### config.mk
export PLATFORM = sky130hd
export DESIGN_NAME = circle_outline_fill_raster
export DESIGN_NICKNAME = d
export VERILOG_FILES = /design/src/rtl/core/cofr_pkg.sv /design/src/rtl/core/circle_outline_fill_raster.sv
export SDC_FILE = /design/constraint.sdc
export NUM_CORES = 2
export LEC_CHECK = 0
export BUFFER_PORTS_ARGS = -buffer_cell sky130_fd_sc_hd__buf_2
export CAP_MARGIN = 20
export CORE_ASPECT_RATIO = 0.5
export CORE_UTILIZATION = 55
export DETAILED_ROUTE_END_ITERATION = 10
export GPL_ROUTABILITY_DRIVEN = 0
export HOLD_SLACK_MARGIN = 0.1
export PLACE_DENSITY = 0.76
export RECOVER_POWER = 25
export SETUP_SLACK_MARGIN = 0.02
export SLEW_MARGIN = 40
export SYNTH_ARGS = -nofsm -noshare
export SYNTH_HDL_FRONTEND = slang
export SYNTH_SLANG_ARGS = --single-unit
### constraint.sdc
create_clock -name clk -period 10.85 [get_ports clk]
set_input_delay 0 -clock clk [delete_from_list [all_inputs] [get_ports clk]]
set_output_delay 0 -clock clk [all_outputs]
set_load 0.005 [all_outputs]
### src/rtl/core/cofr_pkg.sv
// Types and constants of the circle rasterizer.
package cofr_pkg;

	localparam int MAX_DIM = 4096;
	localparam int COORD_W = 12;
	localparam int DIM_W   = 13;
	localparam int OFS_W   = 11;
	localparam int SQ_W    = 23;
	localparam int SUM_W   = 24;
	localparam int R2_W    = 22;
	localparam int COLOR_W = 32;
	localparam int ADDR_W  = 5;
	localparam int DATA_W  = 32;
	localparam int IDX_W   = 3;

	localparam logic [IDX_W-1:0] REG_CENTER_X   = 3'd0;
	localparam logic [IDX_W-1:0] REG_CENTER_Y   = 3'd1;
	localparam logic [IDX_W-1:0] REG_RADIUS     = 3'd2;
	localparam logic [IDX_W-1:0] REG_FILL_MODE  = 3'd3;
	localparam logic [IDX_W-1:0] REG_DRAW_COLOR = 3'd4;
	localparam logic [IDX_W-1:0] REG_FRAME_W    = 3'd5;
	localparam logic [IDX_W-1:0] REG_FRAME_H    = 3'd6;

	typedef struct packed {
		logic [3:0]         mask;
		logic [COORD_W-1:0] x0;
		logic [COORD_W-1:0] x1;
		logic [COORD_W-1:0] y0;
		logic [COORD_W-1:0] y1;
		logic               done;
	} step_res_t;

endpackage

### src/rtl/core/circle_outline_fill_raster.sv
// Circle rasterizer top level: registers, offset walk and mirrored pixel write emitter.
// The first result of a step is presented from the result register, after the step has passed the input register.
// One step per cycle when each gives one result and result_ready is high; a step with several mirrored writes
// holds the result register until its last write is taken, at most four writes per step.
// The result port emits one transfer per cycle while result_ready is high, which sets the rate of drawn points.
// Reset clears all registers to their defaults; the walk starts idle until a restart.
module circle_outline_fill_raster (
	input  logic                              clk,
	input  logic                              arst_n,
	input  logic                              psel,
	input  logic                              penable,
	input  logic                              pwrite,
	input  logic [cofr_pkg::ADDR_W-1:0]       paddr,
	input  logic [cofr_pkg::DATA_W-1:0]       pwdata,
	output logic [cofr_pkg::DATA_W-1:0]       prdata,
	output logic                              pready,
	input  logic                              step_valid,
	output logic                              step_ready,
	input  logic                              restart,
	output logic                              result_valid,
	input  logic                              result_ready,
	output logic [cofr_pkg::COORD_W-1:0]      pixel_x,
	output logic [cofr_pkg::COORD_W-1:0]      pixel_y,
	output logic [cofr_pkg::COLOR_W-1:0]      pixel_color,
	output logic                              write_valid,
	output logic                              last_of_step,
	output logic                              done_res
);

	logic [cofr_pkg::COORD_W-1:0] center_x_q, center_y_q;
	logic [cofr_pkg::OFS_W-1:0]   radius_q;
	logic [cofr_pkg::R2_W-1:0]    r2_q, r2_wr;
	logic                         fill_mode_q;
	logic [cofr_pkg::COLOR_W-1:0] draw_color_q;
	logic [cofr_pkg::DIM_W-1:0]   frame_w_q, frame_h_q;
	logic                         cfg_wr;
	logic [cofr_pkg::IDX_W-1:0]   cfg_idx;

	logic                         valid_s1, restart_s1;
	logic                         valid_s2;
	cofr_pkg::step_res_t          res_s2, res_d;
	logic                         adv, load_s2, last_item;
	logic [3:0]                   mask_rest;

	logic [cofr_pkg::OFS_W-1:0]   col_q, row_q;
	logic [cofr_pkg::SQ_W-1:0]    cs_q, csp_q, csn_q, rs_q, rsp_q, rsn_q;
	logic                         fin_q;

	logic [cofr_pkg::OFS_W-1:0]   col_e, row_e, col_n, row_n;
	logic [cofr_pkg::SQ_W-1:0]    cs_e, csp_e, csn_e, rs_e, rsp_e, rsn_e;
	logic [cofr_pkg::SQ_W-1:0]    cs_n, csp_n, csn_n, rs_n, rsp_n, rsn_n;
	logic                         fin_e, fin_n, live, draw, row_end, col_end, walk_end;
	logic [cofr_pkg::SUM_W-1:0]   r2x, sum_c, sum_cp, sum_cn, sum_rp, sum_rn;
	logic [cofr_pkg::DIM_W-1:0]   wl, hl, x0, y0;
	logic [cofr_pkg::COORD_W-1:0] x1, y1;
	logic                         xok0, xok1, yok0, yok1;

	assign pready  = 1'b1;
	assign cfg_wr  = psel && penable && pwrite;
	assign cfg_idx = paddr[cofr_pkg::ADDR_W-1:2];
	assign r2_wr   = cofr_pkg::R2_W'(pwdata[cofr_pkg::OFS_W-1:0])
		* cofr_pkg::R2_W'(pwdata[cofr_pkg::OFS_W-1:0]);

	always_ff @(posedge clk or negedge arst_n) begin
		if (!arst_n) begin
			center_x_q   <= '0;
			center_y_q   <= '0;
			radius_q     <= cofr_pkg::OFS_W'(1);
			r2_q         <= cofr_pkg::R2_W'(1);
			fill_mode_q  <= 1'b0;
			draw_color_q <= '0;
			frame_w_q    <= cofr_pkg::DIM_W'(cofr_pkg::MAX_DIM);
			frame_h_q    <= cofr_pkg::DIM_W'(cofr_pkg::MAX_DIM);
		end else if (cfg_wr) begin
			unique case (cfg_idx)
				cofr_pkg::REG_CENTER_X: center_x_q <= pwdata[cofr_pkg::COORD_W-1:0];
				cofr_pkg::REG_CENTER_Y: center_y_q <= pwdata[cofr_pkg::COORD_W-1:0];
				cofr_pkg::REG_RADIUS: begin
					radius_q <= pwdata[cofr_pkg::OFS_W-1:0];
					r2_q     <= r2_wr;
				end
				cofr_pkg::REG_FILL_MODE:  fill_mode_q  <= pwdata[0];
				cofr_pkg::REG_DRAW_COLOR: draw_color_q <= pwdata[cofr_pkg::COLOR_W-1:0];
				cofr_pkg::REG_FRAME_W:    frame_w_q    <= pwdata[cofr_pkg::DIM_W-1:0];
				cofr_pkg::REG_FRAME_H:    frame_h_q    <= pwdata[cofr_pkg::DIM_W-1:0];
				default: ;
			endcase
		end
	end

	always_comb begin
		unique case (cfg_idx)
			cofr_pkg::REG_CENTER_X:   prdata = cofr_pkg::DATA_W'(center_x_q);
			cofr_pkg::REG_CENTER_Y:   prdata = cofr_pkg::DATA_W'(center_y_q);
			cofr_pkg::REG_RADIUS:     prdata = cofr_pkg::DATA_W'(radius_q);
			cofr_pkg::REG_FILL_MODE:  prdata = cofr_pkg::DATA_W'(fill_mode_q);
			cofr_pkg::REG_DRAW_COLOR: prdata = cofr_pkg::DATA_W'(draw_color_q);
			cofr_pkg::REG_FRAME_W:    prdata = cofr_pkg::DATA_W'(frame_w_q);
			cofr_pkg::REG_FRAME_H:    prdata = cofr_pkg::DATA_W'(frame_h_q);
			default:                  prdata = '0;
		endcase
	end

	// Handshake between the input register and the result register.
	assign mask_rest  = res_s2.mask & (res_s2.mask - 4'd1);
	assign last_item  = (mask_rest == 4'd0);
	assign load_s2    = !valid_s2 || (result_ready && last_item);
	assign adv        = valid_s1 && load_s2;
	assign step_ready = !valid_s1 || load_s2;

	always_ff @(posedge clk or negedge arst_n) begin
		if (!arst_n) begin
			valid_s1   <= 1'b0;
			restart_s1 <= 1'b0;
		end else if (step_ready) begin
			valid_s1   <= step_valid;
			restart_s1 <= restart;
		end
	end

	// A restart evaluates offset zero in the same step.
	always_comb begin
		if (restart_s1) begin
			col_e = '0;
			row_e = '0;
			cs_e  = '0;
			csp_e = '0;
			csn_e = cofr_pkg::SQ_W'(1);
			rs_e  = '0;
			rsp_e = '0;
			rsn_e = cofr_pkg::SQ_W'(1);
			fin_e = 1'b0;
		end else begin
			col_e = col_q;
			row_e = row_q;
			cs_e  = cs_q;
			csp_e = csp_q;
			csn_e = csn_q;
			rs_e  = rs_q;
			rsp_e = rsp_q;
			rsn_e = rsn_q;
			fin_e = fin_q;
		end
	end

	assign live   = !fin_e;
	assign r2x    = cofr_pkg::SUM_W'(r2_q);
	assign sum_c  = cofr_pkg::SUM_W'(cs_e) + cofr_pkg::SUM_W'(rs_e);
	assign sum_cp = cofr_pkg::SUM_W'(csp_e) + cofr_pkg::SUM_W'(rs_e);
	assign sum_cn = cofr_pkg::SUM_W'(csn_e) + cofr_pkg::SUM_W'(rs_e);
	assign sum_rp = cofr_pkg::SUM_W'(cs_e) + cofr_pkg::SUM_W'(rsp_e);
	assign sum_rn = cofr_pkg::SUM_W'(cs_e) + cofr_pkg::SUM_W'(rsn_e);

	assign draw = live && (sum_c < r2x) &&
		(fill_mode_q || (col_e == '0) || (row_e == '0) ||
		 (sum_cp > r2x) || (sum_cn > r2x) || (sum_rp > r2x) || (sum_rn > r2x));

	assign row_end  = ({1'b0, row_e} + 12'd1) >= {1'b0, radius_q};
	assign walk_end = ({1'b0, col_e} + 12'd1) >= {1'b0, radius_q};
	assign col_end  = live && (!draw || row_end);

	always_comb begin
		col_n = col_e;
		row_n = row_e;
		cs_n  = cs_e;
		csp_n = csp_e;
		csn_n = csn_e;
		rs_n  = rs_e;
		rsp_n = rsp_e;
		rsn_n = rsn_e;
		fin_n = fin_e;
		if (draw) begin
			rsp_n = rs_e;
			rs_n  = rsn_e;
			rsn_n = rsn_e + cofr_pkg::SQ_W'({row_e, 1'b0}) + cofr_pkg::SQ_W'(3);
			row_n = row_e + cofr_pkg::OFS_W'(1);
		end
		if (col_end) begin
			csp_n = cs_e;
			cs_n  = csn_e;
			csn_n = csn_e + cofr_pkg::SQ_W'({col_e, 1'b0}) + cofr_pkg::SQ_W'(3);
			col_n = col_e + cofr_pkg::OFS_W'(1);
			row_n = '0;
			rs_n  = '0;
			rsp_n = '0;
			rsn_n = cofr_pkg::SQ_W'(1);
			if (walk_end) begin
				fin_n = 1'b1;
			end
		end
	end

	always_ff @(posedge clk or negedge arst_n) begin
		if (!arst_n) begin
			col_q <= '0;
			row_q <= '0;
			cs_q  <= '0;
			csp_q <= '0;
			csn_q <= cofr_pkg::SQ_W'(1);
			rs_q  <= '0;
			rsp_q <= '0;
			rsn_q <= cofr_pkg::SQ_W'(1);
			fin_q <= 1'b1;
		end else if (adv) begin
			col_q <= col_n;
			row_q <= row_n;
			cs_q  <= cs_n;
			csp_q <= csp_n;
			csn_q <= csn_n;
			rs_q  <= rs_n;
			rsp_q <= rsp_n;
			rsn_q <= rsn_n;
			fin_q <= fin_n;
		end
	end

	// Mirrored coordinates, clipped to the frame and to the largest frame size.
	assign wl = (frame_w_q < cofr_pkg::DIM_W'(cofr_pkg::MAX_DIM)) ? frame_w_q
		: cofr_pkg::DIM_W'(cofr_pkg::MAX_DIM);
	assign hl = (frame_h_q < cofr_pkg::DIM_W'(cofr_pkg::MAX_DIM)) ? frame_h_q
		: cofr_pkg::DIM_W'(cofr_pkg::MAX_DIM);
	assign x0   = cofr_pkg::DIM_W'(center_x_q) + cofr_pkg::DIM_W'(col_e);
	assign y0   = cofr_pkg::DIM_W'(center_y_q) + cofr_pkg::DIM_W'(row_e);
	assign x1   = center_x_q - cofr_pkg::COORD_W'(col_e);
	assign y1   = center_y_q - cofr_pkg::COORD_W'(row_e);
	assign xok0 = x0 < wl;
	assign yok0 = y0 < hl;
	assign xok1 = (cofr_pkg::COORD_W'(col_e) <= center_x_q) && ({1'b0, x1} < wl);
	assign yok1 = (cofr_pkg::COORD_W'(row_e) <= center_y_q) && ({1'b0, y1} < hl);

	always_comb begin
		res_d.mask = draw ? {xok1 && yok1, xok0 && yok1, xok1 && yok0, xok0 && yok0}
			: 4'd0;
		res_d.x0   = x0[cofr_pkg::COORD_W-1:0];
		res_d.x1   = x1;
		res_d.y0   = y0[cofr_pkg::COORD_W-1:0];
		res_d.y1   = y1;
		res_d.done = fin_n;
	end

	always_ff @(posedge clk or negedge arst_n) begin
		if (!arst_n) begin
			valid_s2 <= 1'b0;
		end else if (load_s2) begin
			valid_s2 <= valid_s1;
		end
	end

	always_ff @(posedge clk or negedge arst_n) begin
		if (!arst_n) begin
			res_s2 <= '0;
		end else if (adv) begin
			res_s2 <= res_d;
		end else if (valid_s2 && result_ready) begin
			res_s2.mask <= mask_rest;
		end
	end

	// The lowest pending write goes out first; an empty mask is one idle transfer.
	always_comb begin
		write_valid  = res_s2.mask != 4'd0;
		pixel_x      = '0;
		pixel_y      = '0;
		pixel_color  = write_valid ? draw_color_q : '0;
		if (res_s2.mask[0]) begin
			pixel_x = res_s2.x0;
			pixel_y = res_s2.y0;
		end else if (res_s2.mask[1]) begin
			pixel_x = res_s2.x1;
			pixel_y = res_s2.y0;
		end else if (res_s2.mask[2]) begin
			pixel_x = res_s2.x0;
			pixel_y = res_s2.y1;
		end else if (res_s2.mask[3]) begin
			pixel_x = res_s2.x1;
			pixel_y = res_s2.y1;
		end
	end

	assign result_valid = valid_s2;
	assign last_of_step = last_item;
	assign done_res     = res_s2.done;

endmodule

==> impl_results.md <==
- Status: complete, but fails checks
- Violated checks: capacitance limit, slew limit
- Cells after Synth: 3476
- Fmax: 114 MHz
- CP startpoint kind: flip-flop
- Number of global-route vias before repair: 26454
- Height of the die: 169 um
- First-pass GRT wire length: 145000 um
- Worst vdd ir: 0.206 mV
- Max_slew headroom: -146%
- Remaining Overflow, GRT: 0
- Bufs on Longest Clock Path: 3
- Initial antenna violation count: 2
- Hold crit path type: in -> reg
- Hold Slack: ~0.11 ns
- Clk pwr share: 19.2%
- Postcts setup bufs: 0
- Routed via count: 27327
- Initial Util: a little under three fifths
- Worst setup EP type: flip-flop
- Largest net degree at the start of global routing: between 100 and 150
- Synth Area in XOR/XNOR: ~5.4%
- Worst-path clk slew: ~0.06 ns
- Largest family of logic cells by synthesized area: adder cells
- Synth Cell Area: 0.0308 mm2
- Syn Nets: 4022
- Pint: 3760 uW
- CP required: 11.28 ns
- Power share of the combinational group: 54.6%
- Row count: 60
- Die area: 0.0570 mm2
- Post-Synth Adder-Cell Area: 22.2%
- Port Buffers: 135
- Share of layout cells above drive strength 1: 10.3%
- # DRC: 0
- Period minus WS final: 8.75 ns
- Antenna viol nets, final: 0
- Worst skew pair latency: 0.55 ns
- Final hold vios: 0
- Synth Warn #: 0
- Wire per inst: approximately 21 um
- Area growth, synth to finish: 9.91%
- Mux share of post-synthesis cell area: 5.11%
- Synth Flop Type: dfrtp_1
- CTS tree: yes
- Crit-path slowest cell: dfrtp_4
- Measured slew at the worst slew-check pin: 3.68 ns
- Seq pwr share: 26.2%
- Die width: 337 um
- Max-slew violations: ~210
- Tot GR Track Use: 32.1%
- Synth area leaders: dfrtp_1 (26%), ha_1 (17%), fa_1 (4.6%), a21oi_1 (4.2%), xnor2_1 (4.0%)
- IO Pins: 139
- Critical path class: reg -> reg
- Sequential fraction of the synthesis area: 26.8%
- Leakage: 0.0171 uW
- Max Clock Skew: 0.0207 ns
- Final setup violating endpoints: 0
- Fin crit share: 80.6%
- WP data arrival: 9.17 ns
- Clock Tree Root: clkbuf_16
- Fill count: between 4000 and 5000
- Post-synthesis cell type count: 82
- Synth Area in Compound Gates: 18.6%
- Clock sinks: 330
- CP peak stage delay: about 0.9 ns
- TritonRoute pass-1 iters: 6
- Most frequent cells in the layout: ha_1 (430), nand2_1 (326), dfrtp_1 (323), a21oi_1 (260), nor2_1 (231)
- Syn_area_per_cell: approximately 8.9 um2
- Cell Pwr Density: 203 mW/mm2
- DP Wirelength: roughly 70000 um
- Setup repair after global routing missed its margin: false
- Max-cap violations: 4
- Asr flop ratio synth: 100%
- Most common cell after layout, fill and taps aside: ha_1
- # nets final: a little over 4000
- CTS buffer count: 35
- #FFs+latches synth: 330
- Number of flops mapped to enable cells by yosys: 0
- Detailed Route Iter0 Violations: 2919
- Routed WL: 92000 um
- Synth area leader: dfrtp_1
- Sw frac: 45.5%
- Setup TNS: 0 ns
- Simple-gate share of the synthesized area: 17.5%
- Total core area: 0.0545 mm2
- Sw power: roughly 3100 uW
- H-tree depth: 2
- Post-synth top area share: 26.3%
- Crit Path Max Fanout: 65
- Via-per-instance ratio: between 6 and 7
worst max-delay path, delay by kind of cell, from the launching register on:
kind | cells | cell delay, ns
flops | 1 | 0.90
simple gates | 8 | 1.88
xor+xnor | 1 | 0.11
compound gates | 15 | 3.70
fa+ha+maj | 2 | 0.71
buf+inv | 3 | 1.15
area by class of cell:
type	count	area [um2]	area share [%]
antenna	1	2.50	0.00739
sequential	330	8270	24.4
multi-input combinational	2786	21300	62.8
clock inverter	14	225	0.665
timing repair buffer	206	1340	3.96
tap	744	931	2.75
clock buffer	46	1010	2.98
inverter	219	822	2.43
through the flow:
step | utilization [%] | area, um2 | std cells | setup slack, ns | total power (uW)
final | 62.2 | 33900 | 4346 | 2.10 | 6890
after global routing | 62.2 | 33900 | 4346 | 1.60 | 7350
after CTS | 62.2 | 33900 | 4343 | 2.29 | 6810
after detailed placement | 59.1 | 32200 | 4242 | 2.33 | 5460
after global placement | 59.0 | 32200 | 4240 | 2.26 | 5310
after floorplan | - | 30800 | 3476 | 3.23 | 4290
cells in the mapped netlist, drive strengths merged, types with 18 or more instances:
cell type / number
ha: 430
nand2: 326
dfrtp: 324
a21oi: 260
nor2: 236
inv: 219
nor2b: 195
o21ai: 160
xnor2: 142
clkbuf: 106
a22o: 104
mux2: 103
a21o: 86
fa: 71
and2: 66
nand3: 50
xor2: 48
nor3: 43
nand4: 39
buf: 35
nand2b: 34
o21bai: 33
o21a: 29
mux2i: 28
nor4: 22
and3: 19
a211oi: 18
a31oi: 18
repair_timing:
action / in CTS / in global routing
hold buffers: 41 / 0
endpoints found under the hold margin: 213 / 0
gates resized for setup: 0 / 0
cell families (layout without fill, tap and decap cells):
logic type,count (synthesis),count (layout)
buf+inv,360,485
flops,330,330
other cells,1,2
compound gates,867,867
mux,137,137
simple gates,1087,1087
fa+ha+maj,504,504
xor+xnor,190,190
metal layers:
metal,vias to the layer above,part of all wire (%),wire (um),track usage [%]
met3,201,9.1,8350,4.78
met4,2,3.4,3110,11.4
met2,1320,45,41400,51.1
met5,-,0.014,13,0
li1,12540,-,-,-
met1,13264,43,39200,44.6
path summary, 6_finish.rpt:
| path | startpoint | end | slack, ns | cells after the start |
|---|---|---|---|---|
| max | restart_s1$_DFFE_PN0P_ | csn_q[11]$_DFFE_PN0P_ | 2.10 | 29 |
| min | pwrite | frame_h_q[12]$_DFFE_PN1P_ | 0.11 | 5 |
| max reg2reg | restart_s1$_DFFE_PN0P_ | csn_q[11]$_DFFE_PN0P_ | 2.10 | 29 |
| min reg2reg | res_s2[44]$_DFFE_PN0P_ | res_s2[44]$_DFFE_PN0P_ | 0.47 | 2 |
| max in group asynchronous | arst_n | rsp_q[18]$_DFFE_PN0P_ | 4.27 | 5 |
| min in group asynchronous | arst_n | draw_color_q[19]$_DFFE_PN0P_ | 1.65 | 4 |
flip-flops by register name (all words and copies together) (netlist names), 11 cells and up:
| name | flops |
|---|---|
| rs_q | 23 |
| cs_q | 23 |
| csp_q | 23 |
| csn_q | 23 |
| center_y_q | 12 |
| center_x_q | 12 |
| rsp_q | 23 |
| res_s2 | 51 |
| row_q | 11 |
| radius_q | 11 |
| draw_color_q | 32 |
| frame_h_q | 13 |
| col_q | 11 |
| r2_q | 20 |
| frame_w_q | 13 |
| rsn_q | 23 |
power groups by stage:
stage / sequential [uW] / combinational, uW / clock, uW
after floorplan: 1670 / 2620 / 0
after global routing: 1830 / 4150 / 1370
after global placement: 1800 / 3520 / 0
after CTS: 1790 / 3700 / 1330
after detailed placement: 1810 / 3650 / 0
final: 1800 / 3760 / 1320
No activity file was read; power rests on OpenSTA's default activity.
